[src/hw/rtl/sha_pkg.sv]
`timescale 1ns / 1ps
// ----------------------------------------------------------------------------
// sha_pkg: shared types and constants for the sha-256 message hasher
// round constants, initial hash values and channel payload types
// ----------------------------------------------------------------------------
package sha_pkg;

    typedef struct packed {
        logic [31:0] data_word;
        logic [2:0]  valid_bytes;
        logic        last_word;
    } t_in_item;

    typedef struct packed {
        logic [31:0] digest_word;
        logic [2:0]  word_index;
        logic        digest_end;
    } t_out_item;

    // control between sequencer and round unit
    typedef struct packed {
        logic       init;   // load working vars from chaining value
        logic       round;  // run one round
        logic       fold;   // add working vars into chaining value
        logic       restart;
        logic [5:0] rnd;
    } t_rnd_ctl;

    localparam logic [31:0] K [64] = '{
        32'h428a2f98,32'h71374491,32'hb5c0fbcf,32'he9b5dba5,32'h3956c25b,32'h59f111f1,
        32'h923f82a4,32'hab1c5ed5,32'hd807aa98,32'h12835b01,32'h243185be,32'h550c7dc3,
        32'h72be5d74,32'h80deb1fe,32'h9bdc06a7,32'hc19bf174,32'he49b69c1,32'hefbe4786,
        32'h0fc19dc6,32'h240ca1cc,32'h2de92c6f,32'h4a7484aa,32'h5cb0a9dc,32'h76f988da,
        32'h983e5152,32'ha831c66d,32'hb00327c8,32'hbf597fc7,32'hc6e00bf3,32'hd5a79147,
        32'h06ca6351,32'h14292967,32'h27b70a85,32'h2e1b2138,32'h4d2c6dfc,32'h53380d13,
        32'h650a7354,32'h766a0abb,32'h81c2c92e,32'h92722c85,32'ha2bfe8a1,32'ha81a664b,
        32'hc24b8b70,32'hc76c51a3,32'hd192e819,32'hd6990624,32'hf40e3585,32'h106aa070,
        32'h19a4c116,32'h1e376c08,32'h2748774c,32'h34b0bcb5,32'h391c0cb3,32'h4ed8aa4a,
        32'h5b9cca4f,32'h682e6ff3,32'h748f82ee,32'h78a5636f,32'h84c87814,32'h8cc70208,
        32'h90befffa,32'ha4506ceb,32'hbef9a3f7,32'hc67178f2
    };

    localparam logic [31:0] H0 [8] = '{
        32'h6a09e667,32'hbb67ae85,32'h3c6ef372,32'ha54ff53a,
        32'h510e527f,32'h9b05688c,32'h1f83d9ab,32'h5be0cd19
    };

    function automatic logic [31:0] ror(input logic [31:0] x, input int n);
        return (x >> n) | (x << (32 - n));
    endfunction

endpackage

[src/hw/rtl/sha_if.sv]
`timescale 1ns / 1ps
// ----------------------------------------------------------------------------
// sha_in_if / sha_out_if: valid-ready channels
// carry one request or result payload each
// ----------------------------------------------------------------------------
interface sha_in_if;
    logic valid;
    logic ready;
    sha_pkg::t_in_item data;
    modport source (output valid, output data, input ready);
    modport sink (input valid, input data, output ready);
endinterface

interface sha_out_if;
    logic valid;
    logic ready;
    sha_pkg::t_out_item data;
    modport source (output valid, output data, input ready);
    modport sink (input valid, input data, output ready);
endinterface

[src/hw/rtl/sha_round.sv]
`timescale 1ns / 1ps
// ----------------------------------------------------------------------------
// sha_round: shared round unit
// holds working vars, a 16-word schedule window and the chaining value
// ----------------------------------------------------------------------------
module sha_round (
    input  logic             i_clk,
    input  logic             i_rst_n,
    input  sha_pkg::t_rnd_ctl i_ctl,
    input  logic             i_load,      // shift a block word into the window
    input  logic [31:0]      i_word,
    input  logic [2:0]       i_sel,
    output logic [31:0]      o_hash
);
    import sha_pkg::*;

    logic [31:0] r_w [16];
    logic [31:0] r_v [8];
    logic [31:0] r_h [8];
    logic [31:0] s0, s1, wn, t1, t2;

    assign o_hash = r_h[i_sel];

    always_comb begin
        s0 = ror(r_w[1], 7) ^ ror(r_w[1], 18) ^ (r_w[1] >> 3);
        s1 = ror(r_w[14], 17) ^ ror(r_w[14], 19) ^ (r_w[14] >> 10);
        wn = r_w[0] + s0 + r_w[9] + s1;
        t1 = r_v[7] + (ror(r_v[4], 6) ^ ror(r_v[4], 11) ^ ror(r_v[4], 25))
           + ((r_v[4] & r_v[5]) ^ (~r_v[4] & r_v[6])) + K[i_ctl.rnd] + r_w[0];
        t2 = (ror(r_v[0], 2) ^ ror(r_v[0], 13) ^ ror(r_v[0], 22))
           + ((r_v[0] & r_v[1]) ^ (r_v[0] & r_v[2]) ^ (r_v[1] & r_v[2]));
    end

    // window slot 0 holds w[t]; each round shifts in w[t+16]
    always_ff @(posedge i_clk) begin
        if (i_load || i_ctl.round) begin
            for (int i = 0; i < 15; i++) r_w[i] <= r_w[i+1];
            r_w[15] <= i_load ? i_word : wn;
        end
        if (i_ctl.init) begin
            for (int i = 0; i < 8; i++) r_v[i] <= r_h[i];
        end else if (i_ctl.round) begin
            for (int i = 1; i < 8; i++) r_v[i] <= r_v[i-1];
            r_v[4] <= r_v[3] + t1;
            r_v[0] <= t1 + t2;
        end
    end

    always_ff @(posedge i_clk) begin
        if (!i_rst_n || i_ctl.restart) begin
            for (int i = 0; i < 8; i++) r_h[i] <= H0[i];
        end else if (i_ctl.fold) begin
            for (int i = 0; i < 8; i++) r_h[i] <= r_h[i] + r_v[i];
        end
    end
endmodule

[src/hw/rtl/sha256_message_hasher.sv]
`timescale 1ns / 1ps
// a word that fills a block is followed by init, 64 rounds and fold
// other words are only shifted into the window; a last word adds padding words at one a cycle
// and then eight digest words, one per cycle when the sink is ready
// new words are taken only in idle, never while the single shared round unit compresses a block
// synchronous active-low reset restores the initial hash and clears the count
// ----------------------------------------------------------------------------
// sha256_message_hasher: sha-256 over a stream of 32-bit words
// padding sequencer in front of a one-round-per-cycle compression unit
// ----------------------------------------------------------------------------
module sha256_message_hasher (
    input  logic i_clk,
    input  logic i_rst_n,
    sha_in_if.sink    i_req,
    sha_out_if.source o_res
);
    import sha_pkg::*;

    localparam logic [2:0] S_IDLE = 3'd0, S_PAD = 3'd1, S_INIT = 3'd2,
                           S_RND = 3'd3, S_FOLD = 3'd4, S_OUT = 3'd5;

    logic [2:0]  r_st, n_st;
    logic [3:0]  r_slot;
    logic [63:0] r_cnt;
    logic [5:0]  r_rnd;
    logic [2:0]  r_oi;
    logic        r_fin, r_pend80;   // finishing; 0x80 word still owed
    logic        r_lenlo;           // next pad word is length low
    logic        ld;
    logic [31:0] wd, keep, pw;
    logic [2:0]  nb;
    t_rnd_ctl    ctl;

    assign i_req.ready = (r_st == S_IDLE);
    assign o_res.valid = (r_st == S_OUT);
    assign o_res.data.word_index = r_oi;
    assign o_res.data.digest_end = (r_oi == 3'd7);

    always_comb begin
        nb = (i_req.data.valid_bytes > 3'd4 || !i_req.data.last_word) ? 3'd4
             : i_req.data.valid_bytes;
        keep = (nb == 3'd0) ? 32'h0 : ~(32'hffffffff >> {nb, 3'b000});
        // pad word during S_PAD
        if (r_pend80) pw = 32'h80000000;
        else if (r_lenlo) pw = r_cnt[31:0];
        else if (r_slot == 4'd14) pw = r_cnt[63:32];
        else pw = 32'h0;
        ld = 1'b0;
        wd = pw;
        if (r_st == S_IDLE && i_req.valid) begin
            ld = 1'b1;
            wd = (nb == 3'd4) ? i_req.data.data_word
                 : ((i_req.data.data_word & keep) | (32'h80000000 >> {nb, 3'b000}));
        end else if (r_st == S_PAD) begin
            ld = 1'b1;
        end
        ctl.init = (r_st == S_INIT);
        ctl.round = (r_st == S_RND);
        ctl.fold = (r_st == S_FOLD);
        ctl.rnd = r_rnd;
        ctl.restart = (r_st == S_OUT) && o_res.ready && (r_oi == 3'd7);
    end

    always_ff @(posedge i_clk) begin
        if (!i_rst_n) begin
            r_st <= S_IDLE; r_slot <= '0; r_cnt <= '0; r_rnd <= '0; r_oi <= '0;
            r_fin <= 1'b0; r_pend80 <= 1'b0; r_lenlo <= 1'b0;
        end else begin
            if (ld) r_slot <= r_slot + 4'd1;
            case (r_st)
                S_IDLE: if (i_req.valid) begin
                    r_cnt <= r_cnt + {58'd0, nb, 3'b000};
                    r_fin <= i_req.data.last_word;
                    r_pend80 <= i_req.data.last_word && (nb == 3'd4);
                    if (r_slot == 4'd15) r_st <= S_INIT;
                    else if (i_req.data.last_word) r_st <= S_PAD;
                end
                S_PAD: begin
                    if (r_pend80) r_pend80 <= 1'b0;
                    else if (r_slot == 4'd14) r_lenlo <= 1'b1;
                    if (r_slot == 4'd15) r_st <= S_INIT;
                end
                S_INIT: begin r_rnd <= '0; r_st <= S_RND; end
                S_RND: begin
                    r_rnd <= r_rnd + 6'd1;
                    if (r_rnd == 6'd63) r_st <= S_FOLD;
                end
                S_FOLD: begin
                    if (r_lenlo) begin r_lenlo <= 1'b0; r_oi <= '0; r_st <= S_OUT; end
                    else if (r_fin) r_st <= S_PAD;
                    else r_st <= S_IDLE;
                end
                S_OUT: if (o_res.ready) begin
                    r_oi <= r_oi + 3'd1;
                    if (r_oi == 3'd7) begin
                        r_st <= S_IDLE; r_cnt <= '0; r_slot <= '0; r_fin <= 1'b0;
                    end
                end
                default: r_st <= S_IDLE;
            endcase
        end
    end

    sha_round u_round (
        .i_clk(i_clk), .i_rst_n(i_rst_n), .i_ctl(ctl), .i_load(ld),
        .i_word(wd), .i_sel(r_oi), .o_hash(o_res.data.digest_word)
    );
endmodule
[src/flat_wrapper.sv]
// flat-port wrapper written by rule: the top's interface ports become plain ports
module sha256_message_hasher_flat import sha_pkg::*;
  (i_clk, i_rst_n, i_req_valid, i_req_data, i_req_ready, o_res_valid, o_res_data, o_res_ready);
  sha_in_if i_req_i ();
  sha_out_if o_res_i ();
  input  logic i_clk;
  input  logic i_rst_n;
  input wire logic [$bits(i_req_i.valid)-1:0] i_req_valid;
  input wire logic [$bits(i_req_i.data)-1:0] i_req_data;
  output wire logic [$bits(i_req_i.ready)-1:0] i_req_ready;
  output wire logic [$bits(o_res_i.valid)-1:0] o_res_valid;
  output wire logic [$bits(o_res_i.data)-1:0] o_res_data;
  input wire logic [$bits(o_res_i.ready)-1:0] o_res_ready;
  assign i_req_i.valid = i_req_valid;
  assign i_req_i.data = i_req_data;
  assign i_req_ready = i_req_i.ready;
  assign o_res_valid = o_res_i.valid;
  assign o_res_data = o_res_i.data;
  assign o_res_i.ready = o_res_ready;
  sha256_message_hasher u_core (.i_clk(i_clk), .i_rst_n(i_rst_n), .i_req(i_req_i), .o_res(o_res_i));
endmodule
[config.mk]
export PLATFORM = sky130hd
export DESIGN_NAME = sha256_message_hasher_flat
export DESIGN_NICKNAME = d
export VERILOG_FILES = /design/src/hw/rtl/sha_pkg.sv /design/src/hw/rtl/sha_if.sv /design/src/hw/rtl/sha_round.sv /design/src/hw/rtl/sha256_message_hasher.sv /design/src/flat_wrapper.sv
export SDC_FILE = /design/constraint.sdc
export NUM_CORES = 2
export LEC_CHECK = 0
export ABC_AREA = 1
export BUFFER_PORTS_ARGS = -buffer_cell sky130_fd_sc_hd__buf_2
export CAP_MARGIN = 20
export CORE_MARGIN = 2
export CORE_UTILIZATION = 50
export CTS_BUF_LIST = sky130_fd_sc_hd__clkbuf_8
export DETAILED_ROUTE_END_ITERATION = 6
export PLACE_DENSITY = 0.76
export SKIP_CTS_REPAIR_TIMING = 1
export SLEW_MARGIN = 20
export SYNTH_ARGS = -nofsm -noshare
export SYNTH_HDL_FRONTEND = slang
export SYNTH_SLANG_ARGS = --single-unit
[constraint.sdc]
create_clock -name i_clk -period 29.3 [get_ports i_clk]
set_input_delay 2.93 -clock i_clk [delete_from_list [all_inputs] [get_ports i_clk]]
set_output_delay 2.93 -clock i_clk [all_outputs]
set_load 0.005 [all_outputs]
==> results.toml <==
[run_status]
violations = "DRC"
status = "complete, but fails checks"

[floorplan]
die_height_microns = 387.5
start_util = 0.5040
dieArea_sq_um = 150200
rows = 140
core-area_sq_um = 145900
die_w_microns = 387.5
ioPinCount = 78

[timing]
setup_slack_ns = 19.95
slew_violations = 0
setup_viol = 0
finalSetupTns_ns = 0
rsz0062_at_grt = "no"
period_minus_slack_ns = 9.354
max_freq_ghz = 0.1069
period_share = 0.3192
slew_headroom = 0.08721
worst_pin_slew_ns = 1.355
hold_viol = 0
clock_skew_ns = 0.09018

[global_route]
grt_pass1_wl_mm = 398.8
grt_use_met2 = 0.4860
use_met3 = 0.1256
grt_max_degree = 140
grt_pass1_vias = 59910
top_usage_layer = "met1"
antenna_found_initial = 14
met1_usage = 0.5177
gr-total-overflow = 0
grtUsageTotal = 0.3596

[layout]
fin_cells = 10580
multiInputGateArea_sq_um = 36040
final_common_cell = "nand2_1"
nFillCells = 13130
layout.nets = 9131
final_layout_size_suffix_gt1_frac = 0.05827
regArea_sq_um = 32420
layout_common_cells = "nand2_1 (1,466), inv_1 (1,185), edfxtp_1 (1,024), o21ai_0 (894), a21oi_1 (726)"
area_growth_pct = 8.623
final_util = 0.5474

[yosys]
syn_area_sq_um = 73540
synth_seq_cells = 1107
synth_top_cell_area_share = 0.4182
synth.area.top_cells = "edfxtp_1 (42%), nand2_1 (7.5%), ha_1 (6.8%), o21ai_0 (6.1%), inv_1 (5.8%)"
synthCells = 8401
ys_seq_area_frac = 0.4408
synth_mux_area_frac = 0.005360
syn_nets = 9037
yosysUniqueCellTypes = 62
synth_compound_area_frac = 0.1601
yosys.area.top_type = "edfxtp_1"
synth-xor-area-share = 0.04240
yosys_warnings = 0
async_flop_share = 0
synth_ff_type = "edfxtp_1"
avgSynthCellArea_sq_um = 8.753
synth-edff-count = 1024
synth_fa_ha_area_frac = 0.1216
synth_top_family_by_area = "compound AO/OA/AOI/OAI gates"
synth-simple-area-share = 0.1597

[place]
portBuffers = 77
dp_hpwl_mm = 215.5
dp.cells = 10220
place_congestion = 1.120
pre_cts_ws_ns = 20.19

[flow_run]
cap_violations = 0

[worst_setup_path]
worstSetupEndpointType = "flop"
critPathKind = "reg -> reg"
cp.required_ns = 29.98
r2r_start = "u_core.r_rnd[0]"
cp_max_fo = 14
slowest_stage = "ha_1"
cp_common_cell = "inv_1"
max_stage_delay_ns = 0.59
worst-r2r-setup-slack_ns = 19.95
reg2reg_depth = 38
reg2reg_to = "u_core.u_round.r_v[0][31]"
crit_path_start_kind = "flop"
crit_arrival_ns = 10.04

[routing]
ant_nets = 0
drcViolationCount = 47
dr_total_vias = 66150
vias_per_cell = 6.252
wl_per_cell_microns = 26.25
drt_iter0_drc = 10740
wl_mm = 277.7
first_pass_iters = 7

[clock_network]
root_buffer = "clkbuf_8"
cts_tree = "built"
clk_pin_slew_ns = 0.07
cts_htree_levels = 4
cts_sinks = 1107
numCtsBuffers = 188
cts_max_path_buffers = 3
clk_latency_ns = 1.00

[hold_path]
holdPathEnd = "u_core.u_round.r_w[1][95]"
hold_path_class = "reg -> reg"
min_from = "u_core.u_round.r_w[1][127]"
hold_path_depth = 0
==> synthesized netlist by cell type (52+ instances only) <==
library cell / n
fa_1: 196
a21o_1: 73
inv_1: 1144
xnor2_1: 157
a21oi_1: 726
edfxtp_1: 1024
nor2_1: 680
dfxtp_1: 83
a31oi_1: 96
xor2_1: 199
ha_1: 400
o21a_1: 52
nand2_1: 1468
or2_2: 55
nand3_1: 341
nand4_1: 73
o21ai_0: 900
clkbuf_1: 183
nor3_1: 114
==> critical path, delay by kind of cell (launching register included) <==
family	cells	cell delay, ns
flops	1	0.57
fa+ha+maj	8	3.43
buf+inv	8	1.24
xor+xnor	1	0.39
compound gates	10	1.95
simple gates	11	1.44
==> worst max path at each step <==
stage                          startpoint                         to  slack, ns  depth (start not counted)
after floorplan            u_core.r_st[0]   u_core.u_round.r_h[0][0]       9.66                          3
after global placement    u_core.r_rnd[2]  u_core.u_round.r_v[0][25]      20.08                         36
after detailed placement  u_core.r_rnd[0]  u_core.u_round.r_v[0][22]      20.19                         37
after CTS                 u_core.r_rnd[0]  u_core.u_round.r_v[0][31]      20.13                         39
after global routing      u_core.r_rnd[0]  u_core.u_round.r_v[0][31]      19.37                         39
final                     u_core.r_rnd[0]  u_core.u_round.r_v[0][31]      19.95                         38
==> stage by stage <==
step	area, sq um	hold WS, ns
CTS	79840	0.3830
global placement	75930	0.4001
global route	79850	0.3972
floorplan	73540	0.4003
detailed placement	75930	0.4045
finish	79880	0.3876
==> kinds of logic after synthesis <==
kind of cell,count (synthesis)
AO/OA/AOI/OAI,2116
XOR/XNOR,356
adder cells (fa/ha/maj),597
buffers and inverters,1372
flip-flops,1107
multiplexers,36
AND/OR/NAND/NOR,2817
==> layer usage <==
metal | vias to the layer above | routed length, microns
li1 | 29090 | -
met1 | 31390 | 110800
met2 | 4922 | 109100
met3 | 743 | 44010
met4 | 6 | 13760
met5 | - | 35
==> layout make-up <==
| class | instances | area share |
|---|---|---|
| well taps | 1917 | 0.03003 |
| inverters | 1154 | 0.05439 |
| diodes | 13 | 0.0004073 |
| clock buffers | 194 | 0.03343 |
| multi-input cells | 5922 | 0.4512 |
| clock inverters | 151 | 0.01548 |
| flip-flops and latches | 1107 | 0.4058 |
| repair buffers | 122 | 0.009258 |
==> state kept, by name, indices dropped and copies added, names as in the netlist, 3 cells and up, named ones only <==
signal	count
u_core.r_cnt	61
u_core.r_oi	3
u_core.r_rnd	6
u_core.r_slot	4
u_core.r_st	3
u_core.u_round.r_h	256
u_core.u_round.r_v	256
u_core.u_round.r_w	512
Power is not shown: default switching activity piles up to over one toggle a cycle in this logic, so the estimate is an artifact.
